===== src/design/vap_pkg.sv =====
// Shared types and constants of the vertex attribute packer.
// No dependencies; imported by every module of the block.
package vap_pkg;

    localparam int VAP_LANES       = 4;
    localparam int VAP_QUEUE_DEPTH = 2;

    // Attribute encoding codes
    localparam logic [3:0] KIND_NONE     = 4'd0;
    localparam logic [3:0] KIND_F32X1    = 4'd1;
    localparam logic [3:0] KIND_F32X2    = 4'd2;
    localparam logic [3:0] KIND_F32X3    = 4'd3;
    localparam logic [3:0] KIND_F32X4    = 4'd4;
    localparam logic [3:0] KIND_HALF2    = 4'd5;
    localparam logic [3:0] KIND_HALF4    = 4'd6;
    localparam logic [3:0] KIND_UNORM8   = 4'd7;
    localparam logic [3:0] KIND_BYTE4    = 4'd8;
    localparam logic [3:0] KIND_SNORM8   = 4'd9;
    localparam logic [3:0] KIND_SKIN_W   = 4'd10;
    localparam logic [3:0] KIND_SKIN_IDX = 4'd11;

    // Conversion class decided by the front end
    typedef enum logic [2:0] {
        CLS_NONE,
        CLS_F32,
        CLS_HALF,
        CLS_UNORM,
        CLS_SNORM,
        CLS_TRUNC
    } t_cls;

    // One classified item, components already in lane order
    typedef struct packed {
        t_cls                         cls;
        logic [VAP_LANES-1:0]         lane_en;
        logic [4:0]                   byte_count;
        logic [VAP_LANES-1:0][63:0]   comp;
        logic                         vend;
        logic                         bend;
    } t_item;

endpackage


===== src/design/vap_front.sv =====
// Front end: accepts items, decodes the kind and orders the components.
// Depends on vap_pkg.
module vap_front import vap_pkg::*; (
    input  logic        i_start,
    input  logic        i_full,
    input  logic [3:0]  i_kind,
    input  logic [63:0] i_comp_a,
    input  logic [63:0] i_comp_b,
    input  logic [63:0] i_comp_c,
    input  logic [63:0] i_comp_d,
    input  logic        i_vertex_end_in,
    input  logic        i_buffer_end_in,
    output logic        o_push,
    output t_item       o_item
);

    assign o_push = i_start && !i_full;

    // Classify the kind
    always_comb begin
        o_item.comp       = {i_comp_d, i_comp_c, i_comp_b, i_comp_a};
        o_item.vend       = i_vertex_end_in;
        o_item.bend       = i_buffer_end_in;
        o_item.cls        = CLS_NONE;
        o_item.lane_en    = 4'b0000;
        o_item.byte_count = 5'd0;
        unique case (i_kind)
            KIND_F32X1: begin
                o_item.cls = CLS_F32; o_item.lane_en = 4'b0001; o_item.byte_count = 5'd4;
            end
            KIND_F32X2: begin
                o_item.cls = CLS_F32; o_item.lane_en = 4'b0011; o_item.byte_count = 5'd8;
            end
            KIND_F32X3: begin
                o_item.cls = CLS_F32; o_item.lane_en = 4'b0111; o_item.byte_count = 5'd12;
            end
            KIND_F32X4: begin
                o_item.cls = CLS_F32; o_item.lane_en = 4'b1111; o_item.byte_count = 5'd16;
            end
            KIND_HALF2: begin
                o_item.cls = CLS_HALF; o_item.lane_en = 4'b0011; o_item.byte_count = 5'd4;
            end
            KIND_HALF4: begin
                o_item.cls = CLS_HALF; o_item.lane_en = 4'b1111; o_item.byte_count = 5'd8;
            end
            KIND_UNORM8: begin
                o_item.cls = CLS_UNORM; o_item.lane_en = 4'b1111; o_item.byte_count = 5'd4;
            end
            KIND_BYTE4: begin
                o_item.cls = CLS_TRUNC; o_item.lane_en = 4'b1111; o_item.byte_count = 5'd4;
            end
            KIND_SNORM8: begin
                o_item.cls = CLS_SNORM; o_item.lane_en = 4'b1111; o_item.byte_count = 5'd4;
            end
            // skin data goes out in byte order 2,1,0,3
            KIND_SKIN_W: begin
                o_item.cls = CLS_UNORM; o_item.lane_en = 4'b1111; o_item.byte_count = 5'd4;
                o_item.comp = {i_comp_d, i_comp_a, i_comp_b, i_comp_c};
            end
            KIND_SKIN_IDX: begin
                o_item.cls = CLS_TRUNC; o_item.lane_en = 4'b1111; o_item.byte_count = 5'd4;
                o_item.comp = {i_comp_d, i_comp_a, i_comp_b, i_comp_c};
            end
            default: begin
                o_item.cls = CLS_NONE;
            end
        endcase
    end

endmodule


===== config.mk =====
export PLATFORM = sky130hd
export DESIGN_NAME = vap_front
export DESIGN_NICKNAME = d
export VERILOG_FILES = /design/src/design/vap_pkg.sv /design/src/design/vap_front.sv
export SDC_FILE = /design/constraint.sdc
export NUM_CORES = 1
export LEC_CHECK = 0
export BUFFER_PORTS_ARGS = -buffer_cell sky130_fd_sc_hd__buf_2
export CELL_PAD_IN_SITES_DETAIL_PLACEMENT = 1
export CELL_PAD_IN_SITES_GLOBAL_PLACEMENT = 1
export CORE_AREA = 4 4 205 207
export DETAILED_ROUTE_END_ITERATION = 7
export DIE_AREA = 0 0 209 211
export GPL_ROUTABILITY_DRIVEN = 0
export GPL_TIMING_DRIVEN = 0
export PLACE_DENSITY_LB_ADDON = 0.1
export SETUP_SLACK_MARGIN = 0.2
export SLEW_MARGIN = 20
export SYNTH_ARGS = -nofsm -noshare
export SYNTH_HDL_FRONTEND = slang
export SYNTH_SLANG_ARGS = --single-unit

===== constraint.sdc =====
create_clock -name vclk -period 1.6
set_input_delay 0.24 -clock vclk [all_inputs]
set_output_delay 0.24 -clock vclk [all_outputs]
set_load 0.02 [all_outputs]

==> qor.yml <==
die:
  floorplan.io_pins: 535
  fp.dieH_um: 211
  die-width_um: 209
  initial_core_util_pct: 7.75
  core_mm2: 0.0404
  floorplan.rows: 74
  die-area_mm2: 0.0441
route:
  routed_via_density: 2.95
  ant_nets: 0
  drt-total-wl_um: 20400
  drc_marker_count_from_the_first_detailed_route_iteration: 48
  drt_first_pass_iters: 4
  routed_wire_length_per_instance_um: 16.4
  drc: 0
  vias: 3671
hold_path:
  whs_path_depth: 2
  min_delay_worst_endpoint: "o_item[105]"
  min-delay-path-class: "primary input to primary output"
  timing.hold.worst.start: "i_comp_b[39]"
sta:
  finalHoldViolations: 0
  fin_worst_hold_slack_ns: 0.698
  rsz0062_at_grt: "true"
  slew_viol_final: 0
  post-route-worst-setup-slack_ns: -0.188
  report.final.setup_viol: 127
  layout_min_cycle_time_ns: 1.79
  timing.final.crit_share_pct: 112
  max_freq_mhz: 559
finish:
  seq_area_um2: 0
  post_route_cells_drive_above_1_share_pct: 96.3
  sequential_cell_total: 0
  finalNetCount: 978
  most-common-layout-cells: "buf_2, buf_4, mux2_4, buf_6, mux2_2"
  final_cell_count_no_fill: 1245
  final.clkbuf_count: 0
  layout-area-overhead-vs-synth_pct: 105
  layout_commonest_cell: "buf_2"
worst_setup_path:
  critPathKind: "primary input to primary output"
  timing.critical_path.required_ns: 1.36
  timing.critical_path.slowest_stage_cell: "mux2_4"
  crit_fanout: 10
  crit_arrival_ns: 1.55
  worst_setup_path_end_kind: "primary output"
  crit_chain: "buf_6, nand2b_4, or2_4, buf_12, buf_8, mux2_4, buf_2"
  start_kind: "primary input"
  slowest_delay_ns: 0.30
power_and_ir_drop:
  cellPowerDensity_mw_per_mm2: 344
  design_power_total_mw: 2.21
  static-leakage-power_nw: 3.67
  vdd.ir_drop.worst_mv: 0.0852
yosys:
  synth-compound-area-share_pct: 1.92
  mappedNetlistArea_mm2: 0.00313
  netlist_instances: 303
  synth_top_family_by_area: "multiplexers"
  synth.distinct_cells: 19
  area_share_of_xor_xnor_cells_in_the_synthesized_design_pct: 0.280
  synthTopCellsByArea: "mux2_4, buf_4, mux2_2, buf_6, a21oi_1"
  yosysTopAreaCell: "mux2_4"
  synth_mux_area_share_pct: 58.2
  adder_cell_share_of_the_synthesized_area_pct: 0
  synth-seq-area-share_pct: 0
  post_synth_and_or_nand_nor_area_fraction_pct: 2.28
  share_of_the_synthesized_area_in_the_top_cell_type_pct: 48.5
  yosys_warnings: 0
  synth.avg_cell_area_um2: 10.3
flow_run:
  cap_viol_max_count: 0
placed_design:
  post-place-cells: 1238
  place.port_buffers: 402
  post-dp-hpwl_um: 18900
global_route:
  gr_overflow_total: 0
  first_global_vias: 4021
  gr-usage-all-layers_pct: 8.01
  first_pass_grt_wire_length_um: 27000
  grt_antenna_before_repair: 3
  largest_net_degree_at_the_start_of_global_routing: 11
clocking:
  cts_hold_buf: 0
status:
  status: "finished with violations"
  failed_checks: "setup timing"
-- metal layers --
metal	vias to the layer above	part of all wire, %	track usage, %
li1	1732	-	-
met1	1672	28	6.75
met2	259	61	18.2
met3	6	9.8	2.75
met4	2	0.47	0.338
met5	-	0.098	0
-- cell type report --
type | count | area (µm²)
fill | 4880 | 33900
timing repair buffer | 408 | 2520
multi-input combinational | 154 | 1980
buffer | 149 | 1250
tap | 532 | 666
inverter | 1 | 3.75
antenna | 1 | 2.50
-- worst max path at each step --
stage	to	start	cells after the start
6_report	o_item[163]	i_kind[2]	7
5_1_grt	o_item[60]	i_kind[2]	7
4_1_cts	o_item[52]	i_kind[2]	7
3_5_place_dp	o_item[19]	i_kind[2]	7
3_3_place_gp	o_item[20]	i_kind[2]	7
2_1_floorplan	o_item[10]	i_kind[2]	5
-- where the power goes --
| part | internal, mW | switching [mW] |
|---|---|---|
| Combinational | 1.12 | 1.09 |
| Sequential | 0 | 0 |
| Clock | 0.0000000836 | 0 |
-- synthesized netlist by cell type (all sizes together) --
master / count
o21ai: 2
inv: 1
nand2b: 2
conb: 1
nor4: 1
or2: 1
o21a: 2
mux2: 128
nor3: 2
a211oi: 1
nor2: 4
buf: 146
nor2b: 3
o31ai: 1
xor2: 1
a21oi: 4
clkbuf: 3
-- kinds of logic after synthesis --
family,after synthesis
AOI/OAI and AO/OA,10
buffers and inverters,150
xor gates and xnor gates,1
muxes,128
other,1
and+or+nand+nor,13
-- worst max-delay path, delay by kind of cell --
family | cells | cell delay (ns)
buffers and inverters | 4 | 0.58
AND/OR/NAND/NOR | 2 | 0.40
multiplexers | 1 | 0.30
-- repair_timing --
item                                   CTS  global route
buffers inserted                         3             1
gates cloned                             1             1
setup endpoints to repair              131           134
gates resized for setup                124            25
pin swaps                                0             1
endpoints found under the hold margin    0             0
-- per-stage QoR --
| step | cell area, µm² | setup slack (ns) | utilization, % | TNS (ns) |
|---|---|---|---|---|
| global placement | 5860 | -0.280 | 14.5 | -28.37 |
| detailed placement | 5860 | -0.277 | 14.5 | -28.22 |
| floorplan | 3190 | 0.0912 | - | 0 |
| finish | 6430 | -0.188 | 15.9 | -19.66 |
| global route | 6420 | -0.237 | 15.9 | -25.63 |
| CTS | 6310 | -0.239 | 15.6 | -26.08 |
(Power assumes the default switching activity.)
