[src/design/vap_pkg.sv]
// Shared types and constants of the vertex attribute packer.
// No dependencies; imported by every module of the block.
package vap_pkg;

    localparam int VAP_LANES       = 4;
    localparam int VAP_QUEUE_DEPTH = 2;

    // Attribute encoding codes
    localparam logic [3:0] KIND_NONE     = 4'd0;
    localparam logic [3:0] KIND_F32X1    = 4'd1;
    localparam logic [3:0] KIND_F32X2    = 4'd2;
    localparam logic [3:0] KIND_F32X3    = 4'd3;
    localparam logic [3:0] KIND_F32X4    = 4'd4;
    localparam logic [3:0] KIND_HALF2    = 4'd5;
    localparam logic [3:0] KIND_HALF4    = 4'd6;
    localparam logic [3:0] KIND_UNORM8   = 4'd7;
    localparam logic [3:0] KIND_BYTE4    = 4'd8;
    localparam logic [3:0] KIND_SNORM8   = 4'd9;
    localparam logic [3:0] KIND_SKIN_W   = 4'd10;
    localparam logic [3:0] KIND_SKIN_IDX = 4'd11;

    // Conversion class decided by the front end
    typedef enum logic [2:0] {
        CLS_NONE,
        CLS_F32,
        CLS_HALF,
        CLS_UNORM,
        CLS_SNORM,
        CLS_TRUNC
    } t_cls;

    // One classified item, components already in lane order
    typedef struct packed {
        t_cls                         cls;
        logic [VAP_LANES-1:0]         lane_en;
        logic [4:0]                   byte_count;
        logic [VAP_LANES-1:0][63:0]   comp;
        logic                         vend;
        logic                         bend;
    } t_item;

endpackage

[src/design/vap_queue.sv]
// Short queue of classified items between front and back ends.
// Depends on vap_pkg.
module vap_queue import vap_pkg::*; #(
    parameter int DEPTH = VAP_QUEUE_DEPTH
) (
    input  logic  i_clk,
    input  logic  i_rst_n,
    input  logic  i_push,
    input  t_item i_item,
    input  logic  i_pop,
    output t_item o_item,
    output logic  o_empty,
    output logic  o_full
);

    localparam int PW = $clog2(DEPTH);
    localparam int CW = $clog2(DEPTH + 1);

    t_item          r_mem [DEPTH];
    logic [PW-1:0]  r_wr_ptr, r_rd_ptr;
    logic [CW-1:0]  r_count;
    logic           do_push, do_pop;

    assign o_empty = (r_count == '0);
    assign o_full  = (r_count == CW'(DEPTH));
    assign do_push = i_push && !o_full;
    assign do_pop  = i_pop && !o_empty;
    assign o_item  = r_mem[r_rd_ptr];

    // Pointers and fill count
    always_ff @(posedge i_clk) begin
        if (!i_rst_n) begin
            r_wr_ptr <= '0;
            r_rd_ptr <= '0;
            r_count  <= '0;
        end else begin
            if (do_push) begin
                r_wr_ptr <= (r_wr_ptr == PW'(DEPTH - 1)) ? '0 : r_wr_ptr + 1'b1;
            end
            if (do_pop) begin
                r_rd_ptr <= (r_rd_ptr == PW'(DEPTH - 1)) ? '0 : r_rd_ptr + 1'b1;
            end
            if (do_push && !do_pop) begin
                r_count <= r_count + 1'b1;
            end else if (do_pop && !do_push) begin
                r_count <= r_count - 1'b1;
            end
        end
    end

    // Entry storage
    always_ff @(posedge i_clk) begin
        if (do_push) begin
            r_mem[r_wr_ptr] <= i_item;
        end
    end

endmodule

[config.mk]
export PLATFORM = sky130hd
export DESIGN_NAME = vap_queue
export DESIGN_NICKNAME = d
export VERILOG_FILES = /design/src/design/vap_pkg.sv /design/src/design/vap_queue.sv
export SDC_FILE = /design/constraint.sdc
export NUM_CORES = 1
export LEC_CHECK = 0
export ABC_AREA = 0
export BUFFER_PORTS_ARGS = -buffer_cell sky130_fd_sc_hd__buf_2
export CAP_MARGIN = 5
export CORE_UTILIZATION = 30
export DETAILED_ROUTE_END_ITERATION = 12
export PLACE_DENSITY_LB_ADDON = 0.05
export SYNTH_ARGS = -nofsm -noshare
export SYNTH_HDL_FRONTEND = slang
export SYNTH_SLANG_ARGS = --single-unit
[constraint.sdc]
create_clock -name i_clk -period 27.1 [get_ports i_clk]
set_input_delay 2.71 -clock i_clk [delete_from_list [all_inputs] [get_ports i_clk]]
set_output_delay 2.71 -clock i_clk [all_outputs]
set_load 0.01 [all_outputs]
==> results of run 1 <==
synthesized netlist by cell type, drive strengths merged:
master  count  share of area [%]
xor2        1              0.043
dfxtp       5               0.49
o21ai       2              0.049
and2        3              0.091
edfxtp    540                 79
buf        30                1.4
nor2        2              0.037
ha          1              0.061
nand2b      1              0.030
o21a        1              0.037
mux2      270                 18
a21boi      2              0.073
inv         2              0.037
xnor2       2              0.085
or3         1              0.030
nor3        1              0.049
and3        1              0.030
cells by family (layout without fill, tap and decap cells):
family                     Yosys count  after routing  share of synthesized area [%]
xor gates and xnor gates             3              3                          0.128
adders and majority gates            1              1                         0.0609
AOI/OAI and AO/OA                    5              5                          0.158
other                                0              5                              0
buffers and inverters               32            668                           1.47
and+or+nand+nor                      9              9                          0.268
muxes                              270            270                           18.5
DFF                                545            545                           79.5
metrics by stage:
stage	hold slack [ps]	utilization, %	cell area [sq um]
6_report	537	38.7	26100
5_1_grt	563	38.7	26100
4_1_cts	536	38.7	26100
3_5_place_dp	520	35.9	24200
3_3_place_gp	506	35.9	24200
2_1_floorplan	483	-	20500
critical path: stages, from the launching register on:
cell	delay (ps)
sky130_fd_sc_hd__dfxtp_4	970
sky130_fd_sc_hd__buf_4	780
sky130_fd_sc_hd__buf_4	870
sky130_fd_sc_hd__mux2_4	360
sky130_fd_sc_hd__buf_2	140
report_power, final:
| part | switching (mW) | leakage (nW) | total [mW] | internal, mW |
|---|---|---|---|---|
| sequential | 0.0436 | 5.08 | 1.11 | 1.06 |
| combinational | 0.328 | 3.95 | 0.640 | 0.312 |
| clock | 0.315 | 0.918 | 0.773 | 0.458 |
metal layers:
layer	wire length, um	up-vias	part of all wire (%)	GRT usage (%)
li1	-	4657	-	-
met1	18400	5070	36	14.9
met2	27800	329	53	26.9
met3	4100	97	7.9	5.52
met4	1450	26	2.8	5.01
met5	157	-	0.30	0
registers in the layout, indices dropped and copies added (netlist names), named ones only:
signal / cells
r_wr_ptr: 1
r_count: 2
r_rd_ptr: 1
r_mem: 540
worst paths after layout:
path	to	slack, ps	depth (start not counted)	from
max	o_item[197]	20520	4	register
min	r_count[1]$_SDFFE_PN0P_	540	2	r_count[1]$_SDFFE_PN0P_
max reg2reg	r_mem[1][195]$_DFFE_PP_	23960	4	r_count[0]$_SDFFE_PN0P_
min reg2reg	r_count[1]$_SDFFE_PN0P_	540	2	r_count[1]$_SDFFE_PN0P_
layout make-up:
| cell class | instances | area (sq um) | area share [%] |
|---|---|---|---|
| clock inverters | 33 | 248 | 0.950 |
| repair buffers | 555 | 2830 | 10.8 |
| well taps | 873 | 1090 | 4.19 |
| multi-input cells | 288 | 3930 | 15.1 |
| inverters | 2 | 7.51 | 0.0288 |
| clock buffers | 78 | 1630 | 6.26 |
| diodes | 5 | 12.5 | 0.0480 |
| flip-flops and latches | 545 | 16300 | 62.6 |
cells in the final DEF (no fill, tap or decap):
master / instances
sky130_fd_sc_hd__a21boi_0: 1
sky130_fd_sc_hd__a21boi_1: 1
sky130_fd_sc_hd__and2_1: 3
sky130_fd_sc_hd__and3_4: 1
sky130_fd_sc_hd__buf_12: 2
sky130_fd_sc_hd__buf_2: 545
sky130_fd_sc_hd__buf_4: 8
sky130_fd_sc_hd__bufinv_16: 4
sky130_fd_sc_hd__clkbuf_1: 15
sky130_fd_sc_hd__clkbuf_16: 63
sky130_fd_sc_hd__clkinv_1: 20
sky130_fd_sc_hd__clkinv_2: 7
sky130_fd_sc_hd__clkinv_4: 1
sky130_fd_sc_hd__dfxtp_1: 4
sky130_fd_sc_hd__dfxtp_4: 1
sky130_fd_sc_hd__diode_2: 5
sky130_fd_sc_hd__edfxtp_1: 540
sky130_fd_sc_hd__ha_1: 1
sky130_fd_sc_hd__inv_1: 2
sky130_fd_sc_hd__inv_6: 1
sky130_fd_sc_hd__mux2_2: 70
sky130_fd_sc_hd__mux2_4: 200
sky130_fd_sc_hd__nand2b_1: 1
sky130_fd_sc_hd__nor2_1: 2
sky130_fd_sc_hd__nor3_4: 1
sky130_fd_sc_hd__o21a_1: 1
sky130_fd_sc_hd__o21ai_0: 1
sky130_fd_sc_hd__o21ai_1: 1
sky130_fd_sc_hd__or3_1: 1
sky130_fd_sc_hd__xnor2_1: 2
sky130_fd_sc_hd__xor2_1: 1
==> metrics, run 1 <==
status=finished clean; Placer Congestion=0.738; layout cell share with drive strength beyond 1=60.2%; Synth Area per Inst=23.7 sq um; maximum clock path buffer count=3; Ys Warns=0; Worst setup SP type=register; floorplan die height=264 um; number of hold violations in the final report=0; WL final=51.9 mm; type of destination of the critical path=primary output; CTS HTree Levels=2; drt drc=0; width of the die=264 um; data arrival at the endpoint of the critical path=3870 ps; final cell count without fillers=2,379; final critical delay including setup and external delays=6580 ps; Unique masters post-synth=21; Post-Synthesis Cell Area=20,500 sq um; Port Buffer Count=545; Num CTS Buffers=61; worst-case headroom to the max-slew limit=27.8%; unrepaired setup endpoints after global routing=false; Worst Skew=16.0 ps; cts hold-fix bufs=0; actual slew at the worst max-slew pin=1080 ps; via count of the first global-routing pass=10,800; Via Count=10,200; initial antenna violation count=17; total routing resource utilization after global routing=14.6%; register bit count reported by yosys=545; Period Utilization, post-route=24.3%; routed length per placed instance=21.8 um; clock latency on the worst-skew pair=600 ps; total negative slack for setup checks=0 ps; Layout Area Growth over Synthesis=27.0%; Post-layout nets=1,728; Max-Cap Viols=0; global route total overflow=0; router iterations before antenna repair=6; kind of path behind the tightest hold check=register to register; Core ar.=67,400 sq um; Sinks on Clock Net=545; Fillers=6,342; Worst Setup Slack post-DPL=21,080 ps; maximum number of pins on one net before global-route repair=142; CP Data Required Time=24,390 ps; peak supply drop=87.7 uV; Resized Gates After CTS=0; largest fanout on the critical path=59; CTS Root Buffer Type=sky130_fd_sc_hd__clkbuf_16; Setup violations, final=0; post-CTS clock slew at the launch and capture registers of the worst setup and hold paths=60 ps; static leakage=9.95 nW; detailed-route vias per instance=4.28; antenna violation net count after detailed routing=0; clock tree from TritonCTS=yes; I/O pins=546; category of the most critical setup path=register to primary output; fraction of the yosys area taken by sequential cells=79.5%; final setup margin=20,520 ps; first-pass GRT wire length=73.3 mm; post-CTS repair timing setup buffer count=0; Synth Net Count=1,140; DP Cell Count=2,263; Final Total Pwr=2.52 mW; synthesized instance count=865; number of max-slew violations in the final report=0; die footprint=69,500 sq um; effective utilization at floorplan=30.5%; power density cells=96.6 nW/um^2; fmax=152 MHz; first-iteration detailed-routing DRC count=474; DP Wirelength=35.7 mm; Site Rows=95
Note: power is estimated with default switching activity, not from simulation.
==> run 2, diff against run 1 <==
Clock period 27.1 ns to 6 ns, I/O delays scaled along.
==> metrics, run 2 (same netlist as run 1, synthesis figures left out) <==
status=finished clean; detailed-route vias per instance=4.29; actual slew at the worst max-slew pin=1130 ps; WL final=51.6 mm; Post-layout nets=1,725; initial antenna violation count=26; unrepaired setup endpoints after global routing=false; max reg flops=540; multi-input combinational cell area=3930 sq um; data arrival at the endpoint of the critical path=2930 ps; drt drc=0; Worst Hold Margin=180 ps; largest registers ranked by flip-flop count=r_mem (540), r_count (2); Core ar.=67,400 sq um; global route total overflow=0; Worst Skew=15.3 ps; Setup violations, final=0; effective utilization at floorplan=30.5%; post-CTS repair timing setup buffer count=0; sequential cell area=16,300 sq um; CTS HTree Levels=2; router iterations before antenna repair=4; width of the die=264 um; CP Data Required Time=5400 ps; number of max-slew violations in the final report=0; area of all placed cells without fillers=26,300 sq um; Num CTS Buffers=61; worst-case headroom to the max-slew limit=24.4%; I/O pins=546; die footprint=69,500 sq um; fmax=283 MHz; cell area after placement=24,200 sq um; most common library cell in the layout ignoring fill and taps=sky130_fd_sc_hd__buf_2; largest fanout on the critical path=107; layout cell share with drive strength beyond 1=61.1%; Resized Gates After CTS=0; type of destination of the critical path=primary output; Sinks on Clock Net=545; Site Rows=95; via count of the first global-routing pass=10,900; final critical delay including setup and external delays=3530 ps; floorplan die height=264 um; Via Count=10,200; commonest cells after routing, fill and taps aside=sky130_fd_sc_hd__buf_2, sky130_fd_sc_hd__edfxtp_1, sky130_fd_sc_hd__mux2_4, sky130_fd_sc_hd__mux2_2, sky130_fd_sc_hd__clkbuf_16; DP Wirelength=34.2 mm; Fillers=6,284; cts hold-fix bufs=0; Max-Cap Viols=0; number of hold violations in the final report=0; peak supply drop=299 uV; Worst setup SP type=register; Layout Area Growth over Synthesis=28.2%; category of the most critical setup path=register to primary output; clock latency on the worst-skew pair=610 ps; kind of path behind the tightest hold check=input pin to register; maximum number of pins on one net before global-route repair=168; register with the most flip-flops=r_mem; CTS Root Buffer Type=sky130_fd_sc_hd__clkbuf_16; post-CTS clock slew at the launch and capture registers of the worst setup and hold paths=60 ps; Port Buffer Count=545; first-iteration detailed-routing DRC count=391; Placer Congestion=0.735; total routing resource utilization after global routing=14.4%; routed length per placed instance=21.7 um; clock tree from TritonCTS=yes; static leakage=10.1 nW; first-pass GRT wire length=73.0 mm; Period Utilization, post-route=58.9%; antenna violation net count after detailed routing=0; power density cells=447 nW/um^2; maximum clock path buffer count=3
## run 2: cell count changes in the layout (fill, tap and decap cells not counted), sizes merged
cell / before / now
bufinv: 4 / 11
diode: 5 / 7
clkbuf: 78 / 70
buf: 555 / 552
clkinv: 28 / 30
clkinvlp: 0 / 3
## run 2: area by class of cell
| cell class | instances | area share, % |
|---|---|---|
| flip-flops and latches | 545 | 62.0 |
| multi-input cells | 288 | 14.9 |
| repair buffers | 552 | 10.8 |
| clock buffers | 70 | 6.09 |
| well taps | 873 | 4.15 |
| clock inverters | 45 | 1.88 |
| inverters | 2 | 0.0760 |
| diodes | 7 | 0.0665 |
## run 2: worst paths after layout
check                                             start                      end  slack [ps]  cells past startpoint
worst min-delay path                         i_item[65]   r_mem[0][65]$_DFFE_PP_         180                      1
worst max register to register  r_count[0]$_SDFFE_PN0P_  r_mem[1][184]$_DFFE_PP_        3640                      3
worst min register to register  r_count[1]$_SDFFE_PN0P_  r_count[1]$_SDFFE_PN0P_         540                      2
worst max-delay path                           register               o_item[31]        2470                      3
## run 2: critical path: stages (launching register included)
cell                      delay (ps)
sky130_fd_sc_hd__dfxtp_4         960
sky130_fd_sc_hd__buf_12          500
sky130_fd_sc_hd__mux2_2          430
sky130_fd_sc_hd__buf_2           140
## run 2: through the flow
step           power [mW]  TNS [ps]  instances  worst slack [ps]  util (%)
2_1_floorplan        7.02   -404180        865             -1490         -
3_3_place_gp         8.05         0       2260              3100      35.9
3_5_place_dp         8.06         0       2260              3090      35.9
4_1_cts              12.0         0       2375              2410      39.0
5_1_grt              12.3         0       2378              2310      39.1
6_report             11.8         0       2382              2470      39.1
## run 2: report_power, final
part	total (mW)	switching [mW]	internal, mW
Combinational	2.93	1.51	1.42
Clock	3.86	1.49	2.37
Sequential	4.97	0.182	4.79
Total	11.8	3.18	8.58
## run 2: layer usage
| metal | GRT usage [%] | part of all wire [%] | up-vias |
|---|---|---|---|
| met3 | 6.01 | 8.8 | 114 |
| met5 | 0 | 0.35 | - |
| li1 | - | - | 4646 |
| met2 | 25.6 | 52 | 337 |
| met4 | 4.55 | 2.4 | 32 |
| met1 | 15.3 | 36 | 5085 |
